[src/rtl/ndag_pkg.sv]
package ndag_pkg;

	localparam int FIELD_W = 16;
	localparam int CNT_W   = 17;
	localparam int ADDR_W  = 32;
	localparam int OP_W    = 3;
	localparam int AXIS_W  = 2;
	localparam int PADDR_W = 5;
	localparam int PDATA_W = 64;
	localparam int REG_W   = 64;

	localparam logic [OP_W-1:0] OP_HOLD      = 3'd0;
	localparam logic [OP_W-1:0] OP_ADV_INNER = 3'd1;
	localparam logic [OP_W-1:0] OP_ADV_AXIS  = 3'd2;
	localparam logic [OP_W-1:0] OP_FINISH    = 3'd3;
	localparam logic [OP_W-1:0] OP_RESTART   = 3'd4;

	localparam logic [1:0] REG_DIM_COUNT = 2'd0;
	localparam logic [1:0] REG_ITER_EXT  = 2'd1;
	localparam logic [1:0] REG_IDX_EXT   = 2'd2;
	localparam logic [1:0] REG_IDX_OFF   = 2'd3;

	localparam logic [2:0]       DIM_COUNT_RST = 3'd1;
	localparam logic [REG_W-1:0] EXT_RST       = 64'h0001_0001_0001_0001;

	typedef struct packed {
		logic [OP_W-1:0]   operation;
		logic [AXIS_W-1:0] axis;
	} ndag_req_t;

	typedef struct packed {
		logic [ADDR_W-1:0] address;
		logic              in_range;
		logic [CNT_W-1:0]  axis_count;
	} ndag_rsp_t;

	typedef enum logic [1:0] {
		ST_IDLE,
		ST_MAC,
		ST_DONE
	} ndag_state_t;

	function automatic logic [FIELD_W-1:0] field16(input logic [REG_W-1:0] w,
			input logic [1:0] i);
		return w[FIELD_W*i +: FIELD_W];
	endfunction

endpackage

[src/rtl/nd_address_generator.sv]
// Channel | Signals                         | Payload     | Accepted when
// req     | req_valid, req_ready, req       | ndag_req_t  | req_valid & req_ready
// rsp     | rsp_valid, rsp_ready, rsp       | ndag_rsp_t  | rsp_valid & rsp_ready
// config  | psel, penable, pwrite, paddr ...| 64-bit regs | psel & penable & pwrite
//
// The counter update happens in the accept cycle; then one multiply-add per dimension
// in use runs on a shared 32x16 multiplier.
// The result register frees the datapath: a new request is taken as soon as the
// multiply-add loop ends, while the previous result may still wait on rsp_ready.
// If the result register is still full at loop end, the block holds until it drains.
// Reset: counters cleared, dim_count 1, all bounds and extents 1, offsets 0.
module nd_address_generator
	import ndag_pkg::*;
#(
	parameter int DIM_SLOTS = 4
) (
	input  logic               clk,
	input  logic               arst_n,
	input  logic               req_valid,
	output logic               req_ready,
	input  ndag_req_t          req,
	output logic               rsp_valid,
	input  logic               rsp_ready,
	output ndag_rsp_t          rsp,
	input  logic               psel,
	input  logic               penable,
	input  logic               pwrite,
	input  logic [PADDR_W-1:0] paddr,
	input  logic [PDATA_W-1:0] pwdata,
	output logic [PDATA_W-1:0] prdata,
	output logic               pready
);

	localparam int IDX_W = (DIM_SLOTS > 1) ? $clog2(DIM_SLOTS) : 1;
	localparam logic [2:0] SLOTS3 = 3'(DIM_SLOTS);

	logic [2:0]       dim_count_q;
	logic [REG_W-1:0] iter_ext_q;
	logic [REG_W-1:0] idx_ext_q;
	logic [REG_W-1:0] idx_off_q;

	logic [CNT_W-1:0] cnt_q [DIM_SLOTS];
	logic [CNT_W-1:0] cnt_n [DIM_SLOTS];

	ndag_state_t      state_q, state_n;
	logic [IDX_W-1:0] step_q;
	logic [IDX_W-1:0] axis_q;
	logic [ADDR_W-1:0] acc_q;
	logic             valid_q;
	ndag_rsp_t        rsp_q;
	logic             rsp_valid_q;

	logic [2:0]       n_used;
	logic [IDX_W-1:0] last;
	logic [IDX_W-1:0] ax_eff;
	logic [IDX_W-1:0] start;
	logic             carry;
	logic             accept;
	logic             rsp_free;
	logic             load_mac;
	logic             load_acc;
	logic             cfg_wr;

	logic [FIELD_W-1:0]   ext_s;
	logic [FIELD_W-1:0]   off_s;
	logic [FIELD_W-1:0]   bnd_s;
	logic [CNT_W-1:0]     cnt_s;
	logic [CNT_W:0]       idx_sum;
	logic [CNT_W:0]       idx_eff;
	logic [ADDR_W-1:0]    prod;
	logic [ADDR_W-1:0]    acc_next;
	logic                 valid_next;

	// ---------------- configuration port ----------------
	assign pready = 1'b1;
	assign cfg_wr = psel & penable & pwrite & pready;

	always_ff @(posedge clk or negedge arst_n) begin
		if (!arst_n) begin
			dim_count_q <= DIM_COUNT_RST;
			iter_ext_q  <= EXT_RST;
			idx_ext_q   <= EXT_RST;
			idx_off_q   <= '0;
		end else if (cfg_wr) begin
			case (paddr[4:3])
				REG_DIM_COUNT: dim_count_q <= pwdata[2:0];
				REG_ITER_EXT:  iter_ext_q  <= pwdata;
				REG_IDX_EXT:   idx_ext_q   <= pwdata;
				REG_IDX_OFF:   idx_off_q   <= pwdata;
				default: ;
			endcase
		end
	end

	always_comb begin
		case (paddr[4:3])
			REG_DIM_COUNT: prdata = {61'b0, dim_count_q};
			REG_ITER_EXT:  prdata = iter_ext_q;
			REG_IDX_EXT:   prdata = idx_ext_q;
			REG_IDX_OFF:   prdata = idx_off_q;
			default:       prdata = '0;
		endcase
	end

	// ---------------- dimension and axis clamping ----------------
	always_comb begin
		if (dim_count_q == 3'd0) begin
			n_used = 3'd1;
		end else if (dim_count_q > SLOTS3) begin
			n_used = SLOTS3;
		end else begin
			n_used = dim_count_q;
		end
		last   = IDX_W'(n_used - 3'd1);
		ax_eff = ({1'b0, req.axis} >= n_used) ? last : IDX_W'(req.axis);
		start  = (req.operation == OP_ADV_INNER) ? last : ax_eff;
	end

	// ---------------- counter update for the incoming request ----------------
	always_comb begin
		cnt_n = cnt_q;
		carry = 1'b1;
		case (req.operation)
			OP_ADV_INNER, OP_ADV_AXIS: begin
				// outermost counter at its bound freezes the walk
				if (cnt_q[0] < {1'b0, field16(iter_ext_q, 2'd0)}) begin
					for (int i = DIM_SLOTS - 1; i >= 0; i--) begin
						if (carry && IDX_W'(i) <= start) begin
							if (i != 0 && ({1'b0, cnt_q[i]} + 18'd1) >=
									{2'b0, field16(iter_ext_q, 2'(i))}) begin
								cnt_n[i] = '0;
							end else begin
								cnt_n[i] = cnt_q[i] + CNT_W'(1);
								carry    = 1'b0;
							end
						end
					end
				end
			end
			OP_FINISH: begin
				cnt_n[0] = {1'b0, field16(iter_ext_q, 2'd0)} + CNT_W'(1);
			end
			OP_RESTART: begin
				for (int i = 0; i < DIM_SLOTS; i++) begin
					if (IDX_W'(i) <= last) begin
						cnt_n[i] = '0;
					end
				end
			end
			default: ;
		endcase
	end

	assign accept = req_valid & req_ready;

	always_ff @(posedge clk or negedge arst_n) begin
		if (!arst_n) begin
			for (int i = 0; i < DIM_SLOTS; i++) begin
				cnt_q[i] <= '0;
			end
		end else if (accept) begin
			cnt_q <= cnt_n;
		end
	end

	// ---------------- shared multiply-add (Horner step) ----------------
	// only the low 32 bits of the product matter, the address wraps
	always_comb begin
		ext_s      = field16(idx_ext_q, 2'(step_q));
		off_s      = field16(idx_off_q, 2'(step_q));
		bnd_s      = field16(iter_ext_q, 2'(step_q));
		cnt_s      = cnt_q[step_q];
		idx_sum    = {1'b0, cnt_s} + {2'b0, off_s};
		idx_eff    = (idx_sum >= {2'b0, ext_s}) ? '0 : idx_sum;
		prod       = acc_q * {16'b0, ext_s};
		acc_next   = prod + {14'b0, idx_eff};
		valid_next = valid_q & (cnt_s < {1'b0, bnd_s});
	end

	// ---------------- sequencer ----------------
	assign rsp_free = ~rsp_valid_q | rsp_ready;

	always_ff @(posedge clk or negedge arst_n) begin
		if (!arst_n) begin
			state_q <= ST_IDLE;
		end else begin
			state_q <= state_n;
		end
	end

	always_comb begin
		state_n   = state_q;
		req_ready = 1'b0;
		load_mac  = 1'b0;
		load_acc  = 1'b0;
		case (state_q)
			ST_IDLE: begin
				req_ready = 1'b1;
				if (req_valid) begin
					state_n = ST_MAC;
				end
			end
			ST_MAC: begin
				if (step_q == last) begin
					if (rsp_free) begin
						load_mac = 1'b1;
						state_n  = ST_IDLE;
					end else begin
						state_n = ST_DONE;
					end
				end
			end
			ST_DONE: begin
				if (rsp_free) begin
					load_acc = 1'b1;
					state_n  = ST_IDLE;
				end
			end
			default: state_n = ST_IDLE;
		endcase
	end

	always_ff @(posedge clk) begin
		if (accept) begin
			acc_q   <= '0;
			valid_q <= 1'b1;
			step_q  <= '0;
			axis_q  <= ax_eff;
		end else if (state_q == ST_MAC) begin
			acc_q   <= acc_next;
			valid_q <= valid_next;
			step_q  <= step_q + IDX_W'(1);
		end
	end

	// ---------------- result register ----------------
	always_ff @(posedge clk or negedge arst_n) begin
		if (!arst_n) begin
			rsp_valid_q <= 1'b0;
		end else if (load_mac || load_acc) begin
			rsp_valid_q <= 1'b1;
		end else if (rsp_ready) begin
			rsp_valid_q <= 1'b0;
		end
	end

	always_ff @(posedge clk) begin
		if (load_mac) begin
			rsp_q.address    <= acc_next;
			rsp_q.in_range   <= valid_next;
			rsp_q.axis_count <= cnt_q[axis_q];
		end else if (load_acc) begin
			rsp_q.address    <= acc_q;
			rsp_q.in_range   <= valid_q;
			rsp_q.axis_count <= cnt_q[axis_q];
		end
	end

	assign rsp_valid = rsp_valid_q;
	assign rsp       = rsp_q;

	// ---------------- assertions ----------------
	a_accept_starts_loop: assert property (@(posedge clk) disable iff (!arst_n)
		accept |=> (state_q == ST_MAC) && (step_q == '0))
		else $error("request accepted but multiply-add loop did not start at step 0");

	a_done_means_full: assert property (@(posedge clk) disable iff (!arst_n)
		(state_q == ST_DONE) |-> rsp_valid_q)
		else $error("result parked while output register is empty");

	a_outer_bound: assert property (@(posedge clk) disable iff (!arst_n)
		cnt_q[0] <= CNT_W'(1 << FIELD_W))
		else $error("outermost counter beyond finish value");

	a_busy_no_accept: assert property (@(posedge clk) disable iff (!arst_n)
		(state_q == ST_MAC) && (step_q != last) |=> !accept)
		else $error("request accepted before address loop finished");

endmodule
[config.mk]
export PLATFORM = sky130hd
export DESIGN_NAME = nd_address_generator
export DESIGN_NICKNAME = d
export VERILOG_FILES = /design/src/rtl/ndag_pkg.sv /design/src/rtl/nd_address_generator.sv
export SDC_FILE = /design/constraint.sdc
export NUM_CORES = 2
export LEC_CHECK = 0
export ABC_AREA = 0
export CAP_MARGIN = 20
export CORE_ASPECT_RATIO = 2
export CORE_MARGIN = 3
export CORE_UTILIZATION = 52
export CTS_BUF_LIST = sky130_fd_sc_hd__clkbuf_4
export DETAILED_ROUTE_END_ITERATION = 12
export DONT_BUFFER_PORTS = 1
export PLACE_DENSITY = 0.67
export SLEW_MARGIN = 20
export SYNTH_ARGS = -nofsm -noshare
export SYNTH_HDL_FRONTEND = slang
export SYNTH_SLANG_ARGS = --single-unit
[constraint.sdc]
create_clock -name clk -period 9.15 [get_ports clk]
set_input_delay 0.4575 -clock clk [delete_from_list [all_inputs] [get_ports clk]]
set_output_delay 0.4575 -clock clk [all_outputs]
set_load 0.01 [all_outputs]
== Word-level counts from Yosys, hierarchy flattened ==
Index checks and enable logic that the tools add are counted.

* Input port bits: 81
* Bits in registers: 353
* Output and inout port bits: 117

* Multiply operators: 1
* Shift-type cells: 3
* Muxes and demuxes: 52
* Bitwise gates (word level): 8
* Reductions and logical operators: 21
* Equality and inequality tests: 22
* Add/sub/neg operators: 12
* Magnitude comparators: 18

{| class="wikitable"
|+ Operators by type and width
! cell !! count
|-
| $pmux W64 S4 || 1
|-
| $mux W17 || 15
|-
| $shiftx A64 B7 Y16 || 3
|-
| $pmux W51 S2 || 1
|-
| $mux W50 || 2
|-
| $ge A18 B16 Y1 || 4
|-
| $add A17 B1 Y17 const B || 4
|-
| $bmux W17 S2 || 2
|-
| $mux W68 || 1
|-
| $add A17 B1 Y18 const B || 3
|-
| $pmux W17 S3 || 1
|-
| $lt A17 B16 Y1 || 2
|-
| $add A32 B18 Y32 || 1
|-
| $mul A32 B16 Y32 || 1
|-
| $ne A2 B2 Y1 const B || 12
|-
| $reduce_and A5 Y1 || 4
|-
| $mux W1 || 19
|-
| $add A17 B16 Y18 || 1
|-
| $mux W18 || 1
|-
| $add A16 B1 Y17 const B || 1
|-
| $mux W2 || 6
|-
| $le A1 B2 Y1 const A || 4
|-
| $le A2 B2 Y1 const A || 4
|-
| $reduce_and A2 Y1 || 4
|-
| 25 further kinds || 40
|}

== Logic depth before layout (Yosys ltp) ==
* Depth after elaboration: 22
* Mapped depth: 42
* Mapped depth without buffers: 37

== Worst setup path before layout ==
OpenSTA, ideal clock, no wires.

* Path kind: register -> register
* Start point: register step_q[1]
* End point: register rsp_q (netlist bit rsp[48]) (data pin)
* Slack: -0.374 ns
* Clock period less this slack: 9.524 ns
* Path buffers: 5
* Required time: 8.890 ns
* Setup time: 0.260 ns
* Cell stages (with the launch flop): 42
* Arrival time: 9.265 ns
* Cell sequence: dfxtp_1 > buf_2 > buf_2 > buf_1 > clkbuf_1 > mux4_2 > ha_1 > inv_1 > fa_1 > nor2b_1 > o21ai_0 > a21boi_0 > o21ai_0 > a211o_1 > a31oi_1 > xor2_1 > ha_1 > a21o_1 > [... 6 more ...] > nand2_1 > fa_1 > inv_1 > fa_1 > inv_1 > fa_1 > fa_1 > inv_1 > ha_1 > o21a_1 > o211ai_1 > nand3_1 > a311oi_1 > or4_1 > a311o_1 > o21ai_1 > xor2_1 > mux2_2

* Longest elaborated chain between the ends: 9
* Elaborated cells on any way between the ends: 15
* Classes of those cells: 2 x add/sub; 1 x mul; 1 x order compare; 1 x eq/ne; 2 x shift; 7 x mux; 1 x bitwise

{| class="wikitable"
|+ Ends and longest elaborated chain
! what !! line !! RTL
|-
| from (decl) || nd_address_generator.sv:46 || <nowiki>logic [IDX_W-1:0] step_q;</nowiki>
|-
| from (signal assigned) || nd_address_generator.sv:232 || <nowiki>step_q <= step_q + IDX_W'(1);</nowiki>
|-
| branches (longest 8 deep; another with $mul A32 B16 Y32) || n/a ||
|-
| $mux W50 * || nd_address_generator.sv:248 || <nowiki>if (load_mac) begin</nowiki>
|-
| to (decl) || nd_address_generator.sv:50 || <nowiki>ndag_rsp_t rsp_q;</nowiki>
|}

Mark *: on every way between the ends. The select of a mux whose other input is x is not followed.
A chain may end at the register's enable or synchronous reset.

== Worst setup path after layout ==
* Start point: register step_q[0]
* End point: register rsp_q (netlist bit rsp[42]) (data pin)

The elaborated chain is that of the path after synthesis.

==> out/results.ini <==
[run_status]
outcome=finished, final reports clean

[logic_synthesis]
syn-cell-area_um2=33600
synth.largest_area_cell=fa_1
synthTopCellsByArea=fa_1 19%, dfrtp_1 19%, ha_1 7.4%
async_flop_share_pct=75.4
synthFlopType=dfrtp_1
synth.avg_cell_area_um2=9.76
syn_inst=3448
netlist-cell-type-count=86
synth_top_area_share_pct=19.2
synth_seq_cells=353
synth_edf_count=52
ys_seq_area_share_pct=26.5
ys_warn_count=0

[critical_path]
start_kind=flip-flop
required_ns=9.83
worstSetupEndpointType=flip-flop
path_max_fanout=6
critPathMaxStageDelay_ns=0.59
rr_startpoint=step_q[0]
crit_start=step_q[0]
crit_type=reg -> reg
cp_slowest_cell=fa_1
cp_common_cell=buf_6
worst-endpoint-arrival_ns=9.71

[clock_network]
clk_latency_ns=0.99
root_buffer=clkbuf_4
cts_buffer_depth=3
cts_tree=built
clkTransAtPathRegs_ns=0.09
cts-buffers-inserted=84
h-tree-depth=3
cts.sinks=353

[place]
globalplace.congestion=1.03
place_area_um2=35400
port_buffers=0
dp_hpwl_um=97200

[timing]
setup_viol=0
tns_ns=0
max-slew-margin-rel_pct=25.4
final.period_utilization_pct=98.7
skew_ns=0.0902
worstMarginPinSlew_ns=1.11
slew_viol_final=0
timing.fmax_mhz=111
timing_hold_violations_final=0
min_period_ns=9.03

[global_routing]
grt.met1_usage_pct=36.8
grt_usage_pct=38.2
grt_max_degree=267
use_met3_pct=7.93
grt_pass1_wl_um=189000
first_global_vias=30118
antenna_found_initial=17
globalRouteMet2Util_pct=66.1
grt-ovfl-total=0
busiest_layer=met2

[flow_run]
max-cap-violations=0

[die]
initial_core_util_pct=52.6
ios=198
core_area_um2=63900
num_rows=131
die_w_um=186
die_h_um=366
die-area_um2=68000

[worst_hold_path]
holdCritStartpoint=req[2]
min_path_type=in -> reg

[detailed_routing]
routed_wirelength_um=127000
drt_iter0_markers=1955
ant_nets=0
post-route-drc-count=0
detail_route.wl_per_cell_um=28.1
vias=28032
viasPerCell=6.20
drt-pass1-iter-count=7

[final_layout]
layout_common_cells=529 x nand2_1, 471 x inv_1, 317 x fa_1, 257 x dfrtp_1, 215 x buf_4
fin_nets=4237
final_area_um2=38000
fillers=5565
area_growth_pct=13.1
final_common_cell=nand2_1
post_route_cells_drive_above_1_share_pct=20.4

through the flow:
stage	std cells	setup slack, ns	hold WS (ns)	utilization, %
2_1_floorplan	3450	0.0257	0.162	-
3_3_place_gp	4241	-0.184	0.168	55.4
3_5_place_dp	4242	-0.257	0.166	55.4
4_1_cts	4486	0.0378	0.0146	58.7
5_1_grt	4513	-0.0783	0.0770	59.5
6_report	4520	0.122	0.117	59.5
what timing repair did:
item,in CTS,in global routing
pin swaps,10,73
setup endpoints to repair,15,20
endpoints found under the hold margin,469,0
hold buffers,76,0
gates resized for setup,27,76
setup buffers,18,13
worst max-delay path, delay by kind of cell (launching register included):
kind                     cells  cell delay [ns]
XOR/XNOR                     1             0.14
AO/OA/AOI/OAI               11             2.00
multiplexers                 2             0.82
AND/OR/NAND/NOR              9             1.51
flip-flops                   1             0.43
adder cells (fa/ha/maj)      8             2.80
buffers and inverters        8             1.04
final timing paths:
| kind | slack [ns] | cells past startpoint | end |
|---|---|---|---|
| max reg2reg | 0.12 | 39 | rsp[42] |
| min in group asynchronous | 0.13 | 2 | idx_ext_q[19] |
| max | 0.12 | 39 | rsp[42] |
| max in group asynchronous | 7.63 | 3 | idx_ext_q[13] |
| min | 0.12 | 3 | cnt_q[64] |
| min reg2reg | 0.52 | 2 | acc_q[31] |
cell type report:
type | instances | area (µm²) | share of cell area [%]
well taps | 798 | 998 | 2.63
multi-input cells | 2409 | 22500 | 59.2
repair buffers | 307 | 2640 | 6.93
diodes | 22 | 55.1 | 0.145
clock buffers | 125 | 938 | 2.47
inverters | 481 | 1810 | 4.75
flip-flops and latches | 353 | 8930 | 23.5
clock inverters | 25 | 149 | 0.391
sequential cells by signal (all words and copies together), names as in the netlist:
register	flops
step_q	2
idx_off_q	64
rsp	50
iter_ext_q	64
cnt_q	68
idx_ext_q	64
dim_count_q	3
rsp_valid	1
axis_q	2
acc_q	32
valid_q	1
state_q	2
cells by family after synthesis:
group,share of synthesized area (%)
AO/OA/AOI/OAI,9.59
XOR/XNOR,3.21
adder cells (fa/ha/maj),26.5
buffers and inverters,7.89
flip-flops,26.5
multiplexers,12.8
other,0.0111
AND/OR/NAND/NOR,13.4
cells in the mapped netlist, drive strengths merged, types with 10 or more instances:
cell and instances:
nand2 535, and2 116, and3 15, or3 15, dfxtp 35, o21ai 161, clkbuf 151, nor2b 34
a22o 63, a31oi 10, fa 322, mux4 84, mux2i 14, o21a 14, xor2 36, nand4 32
dfrtp 257, mux2 203, nor3 22, o31ai 24, buf 56, ha 198, edfxtp 52, nor2 93
a21o 43, o211ai 22, nand3 56, xnor2 82, a211oi 14, nand2b 26, a21oi 83, inv 480
per-layer routing:
| layer | vias up | share of wire (%) |
|---|---|---|
| met1 | 14133 | 30 |
| met2 | 1426 | 51 |
| met3 | 593 | 6.4 |
| met5 | - | 0 |
| li1 | 11880 | - |
| met4 | 0 | 12 |
Power is not shown: default switching activity piles up to over one toggle a cycle in this logic, so the estimate is an artifact.
